<file path="config.mk">
export PLATFORM = sky130hd
export DESIGN_NAME = growth_plateau_detector_top_flat
export DESIGN_NICKNAME = d
export VERILOG_FILES = /design/src/rtl/gpd_pkg.sv /design/src/rtl/gpd_in_if.sv /design/src/rtl/gpd_out_if.sv /design/src/rtl/growth_plateau_detector_top.sv /design/src/flat_wrapper.sv
export SDC_FILE = /design/constraint.sdc
export NUM_CORES = 1
export LEC_CHECK = 0
export ABC_AREA = 0
export BUFFER_PORTS_ARGS = -buffer_cell sky130_fd_sc_hd__buf_2
export CORE_ASPECT_RATIO = 1.4
export CORE_MARGIN = 2
export CORE_UTILIZATION = 48
export CTS_CLUSTER_SIZE = 24
export DETAILED_ROUTE_END_ITERATION = 8
export GPL_TIMING_DRIVEN = 0
export SLEW_MARGIN = 5
export SYNTH_ARGS = -nofsm -noshare
export SYNTH_HDL_FRONTEND = slang
export SYNTH_SLANG_ARGS = --single-unit
export TNS_END_PERCENT = 30
</file>
<file path="constraint.sdc">
create_clock -name clk -period 13.05 [get_ports clk]
set_input_delay 2.61 -clock clk [delete_from_list [all_inputs] [get_ports clk]]
set_output_delay 2.61 -clock clk [all_outputs]
set_load 0.01 [all_outputs]
</file>
<file path="src/rtl/gpd_pkg.sv">
// ----------------------------------------------------------------------------
// gpd_pkg: growth plateau detector shared definitions
// Group size, derived field widths, payload types and the reciprocal
// constant used to form the block mean without a divider.
// ----------------------------------------------------------------------------
package gpd_pkg;

  // Samples per block, means per group and variations per check (2..16)
  localparam int GROUP_SIZE = 8;

  localparam int SAMPLE_W = 16;
  localparam int LOG_G    = $clog2(GROUP_SIZE);
  localparam int CNT_W    = (LOG_G < 1) ? 1 : LOG_G;
  // Block sum holds GROUP_SIZE samples
  localparam int SUM_W    = SAMPLE_W + LOG_G;
  // Mean in eighths never exceeds the largest sample times eight
  localparam int MEAN_W   = SAMPLE_W + 3;
  // Variation: signed difference of two means
  localparam int VAR_W    = MEAN_W + 1;
  // Variation sum, also holds one variation scaled by GROUP_SIZE
  localparam int VSUM_W   = VAR_W + LOG_G + 1;

  // floor(x / GROUP_SIZE) = (x * RECIP) >> RECIP_SH, exact for x < 2**X_W
  localparam int X_W      = SUM_W + 3;
  localparam int RECIP_SH = X_W + LOG_G;
  localparam int RECIP_W  = X_W + 1;
  localparam int PROD_W   = X_W + RECIP_W;
  localparam logic [RECIP_W-1:0] RECIP =
    RECIP_W'(((64'd1 << RECIP_SH) + 64'(GROUP_SIZE) - 64'd1) / 64'(GROUP_SIZE));

  // Last count value of a block or group
  localparam logic [CNT_W-1:0] CNT_LAST = CNT_W'(GROUP_SIZE - 1);

  typedef logic [SAMPLE_W-1:0]      sample_t;
  typedef logic [MEAN_W-1:0]        mean_t;
  typedef logic signed [VAR_W-1:0]  variation_t;

endpackage

</file>
<file path="src/rtl/gpd_in_if.sv">
// ----------------------------------------------------------------------------
// gpd_in_if: sample channel
// Valid/ready channel carrying one size sample per beat.
// ----------------------------------------------------------------------------
interface gpd_in_if
  import gpd_pkg::*;
  ();
  logic    valid;
  logic    ready;
  sample_t size_sample;

  modport source (output valid, output size_sample, input ready);
  modport sink   (input valid, input size_sample, output ready);
endinterface

</file>
<file path="src/rtl/gpd_out_if.sv">
// ----------------------------------------------------------------------------
// gpd_out_if: result channel
// Valid/ready channel carrying the growth flag, check strobe and the
// most recent variation per beat.
// ----------------------------------------------------------------------------
interface gpd_out_if
  import gpd_pkg::*;
  ();
  logic       valid;
  logic       ready;
  logic       still_growing;
  logic       check_done;
  variation_t latest_variation;

  modport source (output valid, output still_growing, output check_done,
                  output latest_variation, input ready);
  modport sink   (input valid, input still_growing, input check_done,
                  input latest_variation, output ready);
endinterface

</file>
<file path="src/rtl/growth_plateau_detector_top.sv">
// ----------------------------------------------------------------------------
// growth_plateau_detector_top: growth plateau detector
// Block means, per-group variations and a one-way growing flag.
// ----------------------------------------------------------------------------
// Usage:
//   samples : one size sample per beat (valid/ready).
//   results : one beat per sample: growing flag after that sample, a strobe
//             when the sample closed a group of variations, and the most
//             recent variation in eighths.
//   The first GROUP_SIZE samples after reset are a warm-up and are dropped
//   from the statistics, though each still yields a result beat.
// Pipeline: the beat edge loads the accumulate stage, then the mean
//   multiply stage and the variation/compare result register load in turn.
// Throughput: one sample per cycle when not stalled; the per-stage
//   handshake lets every stage hold one beat, the multiply stage sets
//   the longest path.
// Reset: synchronous, clears all counters and sums, sets the growing flag
//   and empties the pipeline.
// Stall: while the result register is held, upstream stages keep filling
//   until all three hold a beat; then samples.ready drops.
// ----------------------------------------------------------------------------
module growth_plateau_detector_top
  import gpd_pkg::*;
(
  input  logic        clk,
  input  logic        rst,
  gpd_in_if.sink      samples,
  gpd_out_if.source   results
);

  // Pipeline handshake
  logic s1_valid, s2_valid, o_valid;
  logic out_load, s2_load, s1_load, accept, s3_fire;

  assign out_load      = !o_valid || results.ready;
  assign s2_load       = !s2_valid || out_load;
  assign s1_load       = !s1_valid || s2_load;
  assign samples.ready = s1_load;
  assign accept        = samples.valid && s1_load;
  assign s3_fire       = s2_valid && out_load;

  // ---------------- Stage 1: warm-up and block accumulation ----------------
  logic [CNT_W-1:0] sample_count, sample_count_next;
  logic             warmup_done, warmup_done_next;
  logic [SUM_W-1:0] block_sum, block_sum_next, sum_acc;
  logic             blk_end;
  logic             s1_blk;
  logic [SUM_W-1:0] s1_sum;

  assign sum_acc = block_sum + SUM_W'(samples.size_sample);
  assign blk_end = (sample_count == CNT_LAST);

  always_comb begin
    sample_count_next = blk_end ? '0 : sample_count + CNT_W'(1);
    warmup_done_next  = warmup_done || blk_end;
    block_sum_next    = block_sum;
    if (warmup_done) begin
      block_sum_next = blk_end ? '0 : sum_acc;
    end
  end

  always_ff @(posedge clk) begin
    if (rst) begin
      sample_count <= '0;
      warmup_done  <= 1'b0;
      block_sum    <= '0;
      s1_valid     <= 1'b0;
    end else begin
      if (accept) begin
        sample_count <= sample_count_next;
        warmup_done  <= warmup_done_next;
        block_sum    <= block_sum_next;
      end
      if (s1_load) begin
        s1_valid <= accept;
      end
    end
  end

  always_ff @(posedge clk) begin
    if (accept) begin
      s1_blk <= warmup_done && blk_end;
      s1_sum <= sum_acc;
    end
  end

  // ---------------- Stage 2: mean = floor(sum * 8 / GROUP_SIZE) ------------
  logic [PROD_W-1:0] prod;
  logic              s2_blk;
  mean_t             s2_mean;

  assign prod = PROD_W'({s1_sum, 3'b000}) * PROD_W'(RECIP);

  always_ff @(posedge clk) begin
    if (rst) begin
      s2_valid <= 1'b0;
    end else if (s2_load) begin
      s2_valid <= s1_valid;
    end
  end

  always_ff @(posedge clk) begin
    if (s2_load) begin
      s2_blk  <= s1_valid && s1_blk;
      s2_mean <= MEAN_W'(prod >> RECIP_SH);
    end
  end

  // ---------------- Stage 3: variation, group check, growing flag ----------
  logic [CNT_W-1:0]         mean_count, mean_count_next;
  mean_t                    first_mean, first_mean_next;
  logic [CNT_W-1:0]         var_count, var_count_next;
  logic signed [VSUM_W-1:0] var_sum, var_sum_next, vsum_acc;
  variation_t               last_variation, last_variation_next;
  logic                     growing, growing_next;
  logic                     checked;
  variation_t               v;
  logic signed [VSUM_W-1:0] v_ext, v_scaled;

  assign v        = $signed({1'b0, s2_mean}) - $signed({1'b0, first_mean});
  assign v_ext    = {{(VSUM_W - VAR_W){v[VAR_W-1]}}, v};
  assign vsum_acc = var_sum + v_ext;
  assign v_scaled = v_ext * $signed(VSUM_W'(GROUP_SIZE));

  always_comb begin
    mean_count_next     = mean_count;
    first_mean_next     = first_mean;
    var_count_next      = var_count;
    var_sum_next        = var_sum;
    last_variation_next = last_variation;
    growing_next        = growing;
    checked             = 1'b0;
    if (s2_blk) begin
      if (mean_count == '0) begin
        first_mean_next = s2_mean;
      end
      if (mean_count == CNT_LAST) begin
        mean_count_next     = '0;
        last_variation_next = v;
        var_sum_next        = vsum_acc;
        if (var_count == CNT_LAST) begin
          var_count_next = '0;
          var_sum_next   = '0;
          checked        = 1'b1;
          if (v_scaled < vsum_acc) begin
            growing_next = 1'b0;
          end
        end else begin
          var_count_next = var_count + CNT_W'(1);
        end
      end else begin
        mean_count_next = mean_count + CNT_W'(1);
      end
    end
  end

  always_ff @(posedge clk) begin
    if (rst) begin
      mean_count     <= '0;
      var_count      <= '0;
      var_sum        <= '0;
      last_variation <= '0;
      growing        <= 1'b1;
      o_valid        <= 1'b0;
    end else begin
      if (s3_fire) begin
        mean_count     <= mean_count_next;
        var_count      <= var_count_next;
        var_sum        <= var_sum_next;
        last_variation <= last_variation_next;
        growing        <= growing_next;
      end
      if (out_load) begin
        o_valid <= s2_valid;
      end
    end
  end

  // First mean of a group: written before it is ever read
  always_ff @(posedge clk) begin
    if (s3_fire) begin
      first_mean <= first_mean_next;
    end
  end

  // Result register
  logic       o_grow, o_chk;
  variation_t o_var;

  always_ff @(posedge clk) begin
    if (s3_fire) begin
      o_grow <= growing_next;
      o_chk  <= checked;
      o_var  <= last_variation_next;
    end
  end

  assign results.valid            = o_valid;
  assign results.still_growing    = o_grow;
  assign results.check_done       = o_chk;
  assign results.latest_variation = o_var;

  // ---------------- Assertions ----------------
  // Growing flag is one-way until reset
  a_no_regrow: assert property (@(posedge clk) disable iff (rst) !$rose(growing))
    else $error("growing flag set again after a plateau");

  // An empty result register never blocks the sample side
  a_ready_when_empty: assert property (@(posedge clk) disable iff (rst)
    !results.valid |-> samples.ready)
    else $error("sample side stalled with empty result register");

  // A held check beat leaves the group counters at their start
  a_check_counters: assert property (@(posedge clk) disable iff (rst)
    (results.valid && results.check_done) |-> (var_count == '0 && mean_count == '0))
    else $error("group counters not restarted after a check");

endmodule

</file>
<file path="src/flat_wrapper.sv">
// flat-port wrapper written by rule: the top's interface ports become plain ports
module growth_plateau_detector_top_flat import gpd_pkg::*;
  (clk, rst, samples_valid, samples_size_sample, samples_ready, results_valid, results_still_growing, results_check_done, results_latest_variation, results_ready);
  gpd_in_if samples_i ();
  gpd_out_if results_i ();
  input  logic clk;
  input  logic rst;
  input wire logic [$bits(samples_i.valid)-1:0] samples_valid;
  input wire logic [$bits(samples_i.size_sample)-1:0] samples_size_sample;
  output wire logic [$bits(samples_i.ready)-1:0] samples_ready;
  output wire logic [$bits(results_i.valid)-1:0] results_valid;
  output wire logic [$bits(results_i.still_growing)-1:0] results_still_growing;
  output wire logic [$bits(results_i.check_done)-1:0] results_check_done;
  output wire logic [$bits(results_i.latest_variation)-1:0] results_latest_variation;
  input wire logic [$bits(results_i.ready)-1:0] results_ready;
  assign samples_i.valid = samples_valid;
  assign samples_i.size_sample = samples_size_sample;
  assign samples_ready = samples_i.ready;
  assign results_valid = results_i.valid;
  assign results_still_growing = results_i.still_growing;
  assign results_check_done = results_i.check_done;
  assign results_latest_variation = results_i.latest_variation;
  assign results_i.ready = results_ready;
  growth_plateau_detector_top u_core (.clk(clk), .rst(rst), .samples(samples_i), .results(results_i));
endmodule
</file>
==> flow_summary.json, run 1 <==
{
  "run_status": "complete, no violations",
  "rsz0062_at_grt": "false",
  "finish.net_count": 1107,
  "max_fo_critical_path": 8,
  "vdd_ir_drop_max_mv": 0.0773,
  "met3_wl_um": 556,
  "antenna_found_initial": 0,
  "grt_pass1_wl_um": 32900,
  "cts_made_buffers": 17,
  "top_signal_layer_used": "met4",
  "synth-seq-area-share": 0.440,
  "die_h_um": 166,
  "final_max_slew_viols": 0,
  "tritoncts": "built",
  "grt_start_max_net_pins": 28,
  "count_of_tritonroute_iterations_in_the_first_routing_pass": 5,
  "cpMaxStageDelayCell": "xor2_1",
  "synth.cell_area_um2": 9040,
  "clock_skew_ps": 17.8,
  "start_kind": "flop",
  "first_global_vias": 6742,
  "endpoint_kind": "flop",
  "rows": 59,
  "data_arrival_time_of_the_critical_path_ps": 6870,
  "holdBufCountCts": 0,
  "cts-root-to-sink-buffers": 2,
  "dp_slack_ps": 6550,
  "ioPinCount": 44,
  "critical-path-top-cell-by-count": "a21o_1",
  "place_area_um2": 9580,
  "max-cap-violations": 0,
  "overflow": 0,
  "yosys_most_used_dff": "edfxtp_1",
  "yosysUniqueCellTypes": 59,
  "global_route_usage_over_all_layers": 0.210,
  "clock_insertion_delay_worst_skew_ps": 440,
  "cts_htree_levels": 4,
  "synth.net_count": 1044,
  "antenna_left": 0,
  "detail_route.iter0.violations": 266,
  "drt_wl_total_um": 20300,
  "antenna_cells_inserted": 0,
  "post-route-drc-count": 0,
  "synthArstFlopShare": 0,
  "setup_viol": 0,
  "fmax_ghz": 0.153,
  "synth_enable_flop_cells": 81,
  "cts.repair_timing.setup_buffer_count": 0,
  "hold_path_class": "flop to flop",
  "fin_area_um2": 10200,
  "met2RoutedLength_um": 10800,
  "m1WireLength_um": 8550,
  "routed_wire_length_per_instance_um": 16.2,
  "avgViaCountPerCell": 5.47,
  "ys.warnings.count": 0,
  "clock_sinks": 158,
  "dieArea_um2": 20000,
  "final.setup.tns_ps": 0,
  "setup_slack_ps": 6500,
  "hold_violations": 0,
  "design.core.area_um2": 18500,
  "worst_slew_pin_slew_ps": 858,
  "worstSetupPathType": "flop to flop",
  "initial_utilization": 0.488,
  "postSynthAreaPerCell_um2": 9.69,
  "synthesis.instances": 933,
  "finish.utilization": 0.548,
  "min_cycle_time_layout_ps": 6550,
  "cts_resized": 0,
  "num_vias": 6849,
  "worst_ep_required_time_ps": 13370,
  "synthToLayoutAreaGrowth_pct": 12.4,
  "place.detailed.hpwl_um": 15600,
  "gp_congestion": 0.872,
  "power.leakage_nw": 4.23,
  "clk_transition_reported_paths_ps": 60,
  "fp.dieW_um": 120,
  "portBuffers": 43,
  "final_min_period_over_clock_period": 0.502,
  "slowest_delay_ps": 610,
  "maxSlewHeadroom": 0.427,
  "cellPowerDensity_nw_per_um2": 118,
  "ys_seq_elements": 158,
  "drive_gt1_frac": 0.108,
  "cts-root-buf": "clkbuf_16"
}
## cell type report
class	instances	area (µm²)
clock buffers	19	443
multi-input cells	681	4710
clock inverters	13	140
repair buffers	44	223
flip-flops and latches	158	3970
fillers	1692	8370
well taps	244	305
inverters	54	203
plain buffers	40	163
## cells by family after synthesis
kind of cell / after synthesis / share of synthesized area
fa+ha+maj: 91 / 0.128
flops: 158 / 0.440
compound gates: 245 / 0.175
xor+xnor: 54 / 0.0523
buf+inv: 94 / 0.0404
simple gates: 276 / 0.145
mux: 15 / 0.0187
## flip-flops by register name, indices dropped and copies added, names as in the netlist
| name | cells |
|---|---|
| u_core.sample_count | 3 |
| u_core.results.check_done | 1 |
| u_core.block_sum | 19 |
| u_core.s1_valid | 1 |
| u_core.var_sum | 24 |
| u_core.s2_valid | 1 |
| u_core.results.still_growing | 1 |
| u_core.growing | 1 |
| u_core.first_mean | 19 |
| u_core.warmup_done | 1 |
| u_core.var_count | 3 |
| u_core.s1_blk | 1 |
| u_core.mean_count | 3 |
| u_core.last_variation | 20 |
| u_core.s2_mean | 19 |
| u_core.s2_blk | 1 |
| u_core.s1_sum | 19 |
| u_core.results.valid | 1 |
| u_core.results.latest_variation | 20 |
## metrics by stage
stage,hold slack (ps),total power [mW],cells
after CTS,419,1.21,1253
after global placement,401,0.713,1220
final,417,1.20,1253
after detailed placement,405,0.716,1221
after floorplan,400,0.671,933
after global routing,427,1.25,1253
## metal layers
| layer | GRT usage | vias to the layer above |
|---|---|---|
| li1 | - | 3504 |
| met1 | 0.239 | 3228 |
| met2 | 0.390 | 94 |
| met3 | 0.0357 | 23 |
| met4 | 0.0731 | 0 |
| met5 | 0 | - |
## report_power, final
group	switching, mW	internal [mW]
combinational	0.103	0.0641
clock	0.204	0.287
sequential	0.00527	0.534
total	0.312	0.885
## path summary, 6_finish.rpt
kind                                        start            endpoint  slack [ps]  cells past startpoint
worst max register to register  u_core.s2_mean[0]      u_core.growing        6500                     29
worst min register to register  u_core.s1_sum[11]  u_core.s2_mean[11]         420                      0
worst min-delay path            u_core.s1_sum[11]  u_core.s2_mean[11]         420                      0
worst max-delay path            u_core.s2_mean[0]      u_core.growing        6500                     29
## cell usage after synthesis (all sizes together) (11+ instances only)
cell     n  share of area
dfxtp   77           0.17
a22oi   13          0.011
clkbuf  33          0.014
a21oi   96          0.054
o21ai   32          0.018
nand3   19          0.011
nand2   91          0.038
nor3    26          0.014
ha      88           0.12
xnor2   35          0.034
edfxtp  81           0.27
xor2    19          0.018
nor2    72          0.030
inv     54          0.022
nand4   11         0.0076
a31oi   13         0.0097
a21o    34          0.028
mux2    15          0.019
## layout by cell type (no fill, tap or decap), drive strengths merged, types with 4 or more instances in the layout
cell      Yosys  layout
o21a          9       9
clkbuf       33      52
edfxtp       81      81
xnor2        35      35
nor2         72      72
clkinv        0       5
nor3b         7       7
o21ai        32      32
nor3         26      26
a21o         34      34
inv          54      56
and3          4       4
dfxtp        77      77
nand3b       10      10
nand3        19      19
a21oi        96      96
nand2b        5       5
o211ai        8       8
mux2         15      15
ha           88      88
nand2        91      91
a22oi        13      13
clkinvlp      0       4
nand4        11      11
a31oi        13      13
buf           7      51
a211oi        8       8
o21bai        6       6
nor2b        10      10
xor2         19      19
## worst max-delay path: cells and delay by family, from the launching register on
kind / cells / cell delay (ps)
AOI/OAI and AO/OA: 16 / 3450
xor gates and xnor gates: 2 / 820
adders and majority gates: 4 / 1040
DFF: 1 / 380
and+or+nand+nor: 4 / 440
buffers and inverters: 3 / 290
(Power assumes the default switching activity.)
==> run 2, diff against run 1 <==
==> constraint.sdc (replaced) <==
create_clock -name clk -period 6.65 [get_ports clk]
set_input_delay 1.33 -clock clk [delete_from_list [all_inputs] [get_ports clk]]
set_output_delay 1.33 -clock clk [all_outputs]
set_load 0.01 [all_outputs]
==> run 2 against run 1 <==
Effect of this change: register-to-register slack got worse by 6000 ps; worst setup slack got worse by 6000 ps; maximum frequency increased by 5.9%; global-route usage unchanged; via count decreased by 0.18%; first-iteration DRC count increased by 8.6%; sequential cell count unchanged; wire length about the same; cell area increased by 0.20%; largest power group unchanged.
==> flow_summary.json, run 2 (same netlist as run 1, synthesis figures left out) <==
{
  "setup_viol": 0,
  "drive_gt1_frac": 0.111,
  "largest_register_ffs": 24,
  "detail_route.iter0.violations": 289,
  "max-cap-violations": 0,
  "final_min_period_over_clock_period": 0.930,
  "finish.net_count": 1107,
  "worst_reg2reg_path_endpoint": "u_core.growing",
  "cts-root-to-sink-buffers": 2,
  "fmax_ghz": 0.162,
  "rows": 59,
  "worstSetupPathType": "flop to flop",
  "dp_slack_ps": 146,
  "clock_skew_ps": 16.1,
  "avgViaCountPerCell": 5.46,
  "gp_congestion": 0.872,
  "antenna_left": 0,
  "final.setup.tns_ps": 0,
  "worst_hold_path.endpoint": "u_core.s2_mean[11]",
  "cts.repair_timing.setup_buffer_count": 0,
  "clock_insertion_delay_worst_skew_ps": 440,
  "timing.hold.worst.start": "u_core.s1_sum[11]",
  "count_of_tritonroute_iterations_in_the_first_routing_pass": 5,
  "overflow": 0,
  "fp.dieW_um": 120,
  "layout_commonest_cell": "a21oi_1",
  "holdPathStages": 0,
  "dieArea_um2": 20000,
  "critical_path.top_delay_family": "compound AO/OA/AOI/OAI gates",
  "place.detailed.hpwl_um": 15600,
  "run_status": "complete, no violations",
  "clk_transition_reported_paths_ps": 60,
  "antenna_cells_inserted": 0,
  "worst_slack_on_hold_paths_ps": 417,
  "tritoncts": "built",
  "final_max_slew_viols": 0,
  "setup.reg_to_reg.worst_slack_ps": 460,
  "antenna_found_initial": 0,
  "cts_made_buffers": 17,
  "worst_slew_pin_slew_ps": 859,
  "drt_wl_total_um": 20300,
  "hold_path_class": "flop to flop",
  "hold_violations": 0,
  "fillerInstances": 1694,
  "cpMaxStageDelayCell": "fa_1",
  "critical-path-top-cell-by-count": "a21o_1",
  "r2r-start": "u_core.s2_mean[0]",
  "design.core.area_um2": 18500,
  "vdd_ir_drop_max_mv": 0.152,
  "routed_wire_length_per_instance_um": 16.2,
  "layout.cells.most_common_list": "94 x a21oi_1, 91 x nand2_1, 88 x ha_1, 81 x edfxtp_1, 77 x dfxtp_1",
  "ff2ff_path_depth": 29,
  "post-route-drc-count": 0,
  "power.total_mw": 2.35,
  "largest_register_by_flop_count": "u_core.var_sum",
  "start_kind": "flop",
  "portBuffers": 43,
  "data_arrival_time_of_the_critical_path_ps": 6510,
  "clock_sinks": 158,
  "cts_htree_levels": 4,
  "first_global_vias": 6742,
  "worst_ep_required_time_ps": 6970,
  "rsz0062_at_grt": "false",
  "worst-path-stages": 29,
  "synthToLayoutAreaGrowth_pct": 12.7,
  "power.leakage_nw": 4.23,
  "maxSlewHeadroom": 0.426,
  "grt_pass1_wl_um": 32900,
  "min_cycle_time_layout_ps": 6190,
  "cts-root-buf": "clkbuf_16",
  "endpoint_kind": "flop",
  "setup_slack_ps": 463,
  "initial_utilization": 0.488,
  "global_route_usage_over_all_layers": 0.210,
  "max_fo_critical_path": 8,
  "ioPinCount": 44,
  "grt_start_max_net_pins": 28,
  "worst-path-buf-inv": 3,
  "slowest_delay_ps": 400,
  "die_h_um": 166,
  "cellPowerDensity_nw_per_um2": 231,
  "num_vias": 6837
}
run 2: cell counts in the layout (fill, tap and decap cells not counted):
No cell type changed its count.
run 2: how the worst max path moves through the flow:
stage	from	end	slack, ps
2_1_floorplan	u_core.s2_mean[0]	u_core.growing	1290
3_3_place_gp	results_ready	u_core.first_mean[1]	110
3_5_place_dp	u_core.s2_mean[0]	u_core.growing	150
4_1_cts	u_core.s2_mean[0]	u_core.growing	120
5_1_grt	u_core.s2_mean[0]	u_core.growing	120
6_report	u_core.s2_mean[0]	u_core.growing	460
run 2: final cells by class:
type,instances,area [µm²],area share
clock inverters,13,140,0.0138
inverters,54,203,0.0199
well taps,244,305,0.0300
clock buffers,19,443,0.0435
plain buffers,40,163,0.0160
multi-input cells,681,4730,0.465
flip-flops and latches,158,3970,0.390
repair buffers,44,223,0.0219
run 2: repair_timing:
item / CTS / global route
endpoints found under the setup margin: 0 / 2
hold buffers: 0 / 0
gates resized for setup: 0 / 3
run 2: metrics by stage:
step	std cells	instance area, µm²	utilization
4_1_cts	1253	10200	0.548
3_3_place_gp	1220	9560	0.516
6_report	1253	10200	0.549
2_1_floorplan	933	9040	-
5_1_grt	1253	10200	0.549
3_5_place_dp	1221	9580	0.517
run 2: power breakdown:
| part | internal [mW] | leakage (nW) | switching (mW) | total (mW) |
|---|---|---|---|---|
| clock network | 0.563 | 0.276 | 0.402 | 0.965 |
| registers | 1.05 | 1.42 | 0.0103 | 1.06 |
| logic | 0.126 | 2.54 | 0.202 | 0.329 |
run 2: per-layer routing:
metal,GRT usage,share of wire
met2,0.390,0.53
met5,0,0
met3,0.0357,0.024
met1,0.239,0.43
met4,0.0731,0.021
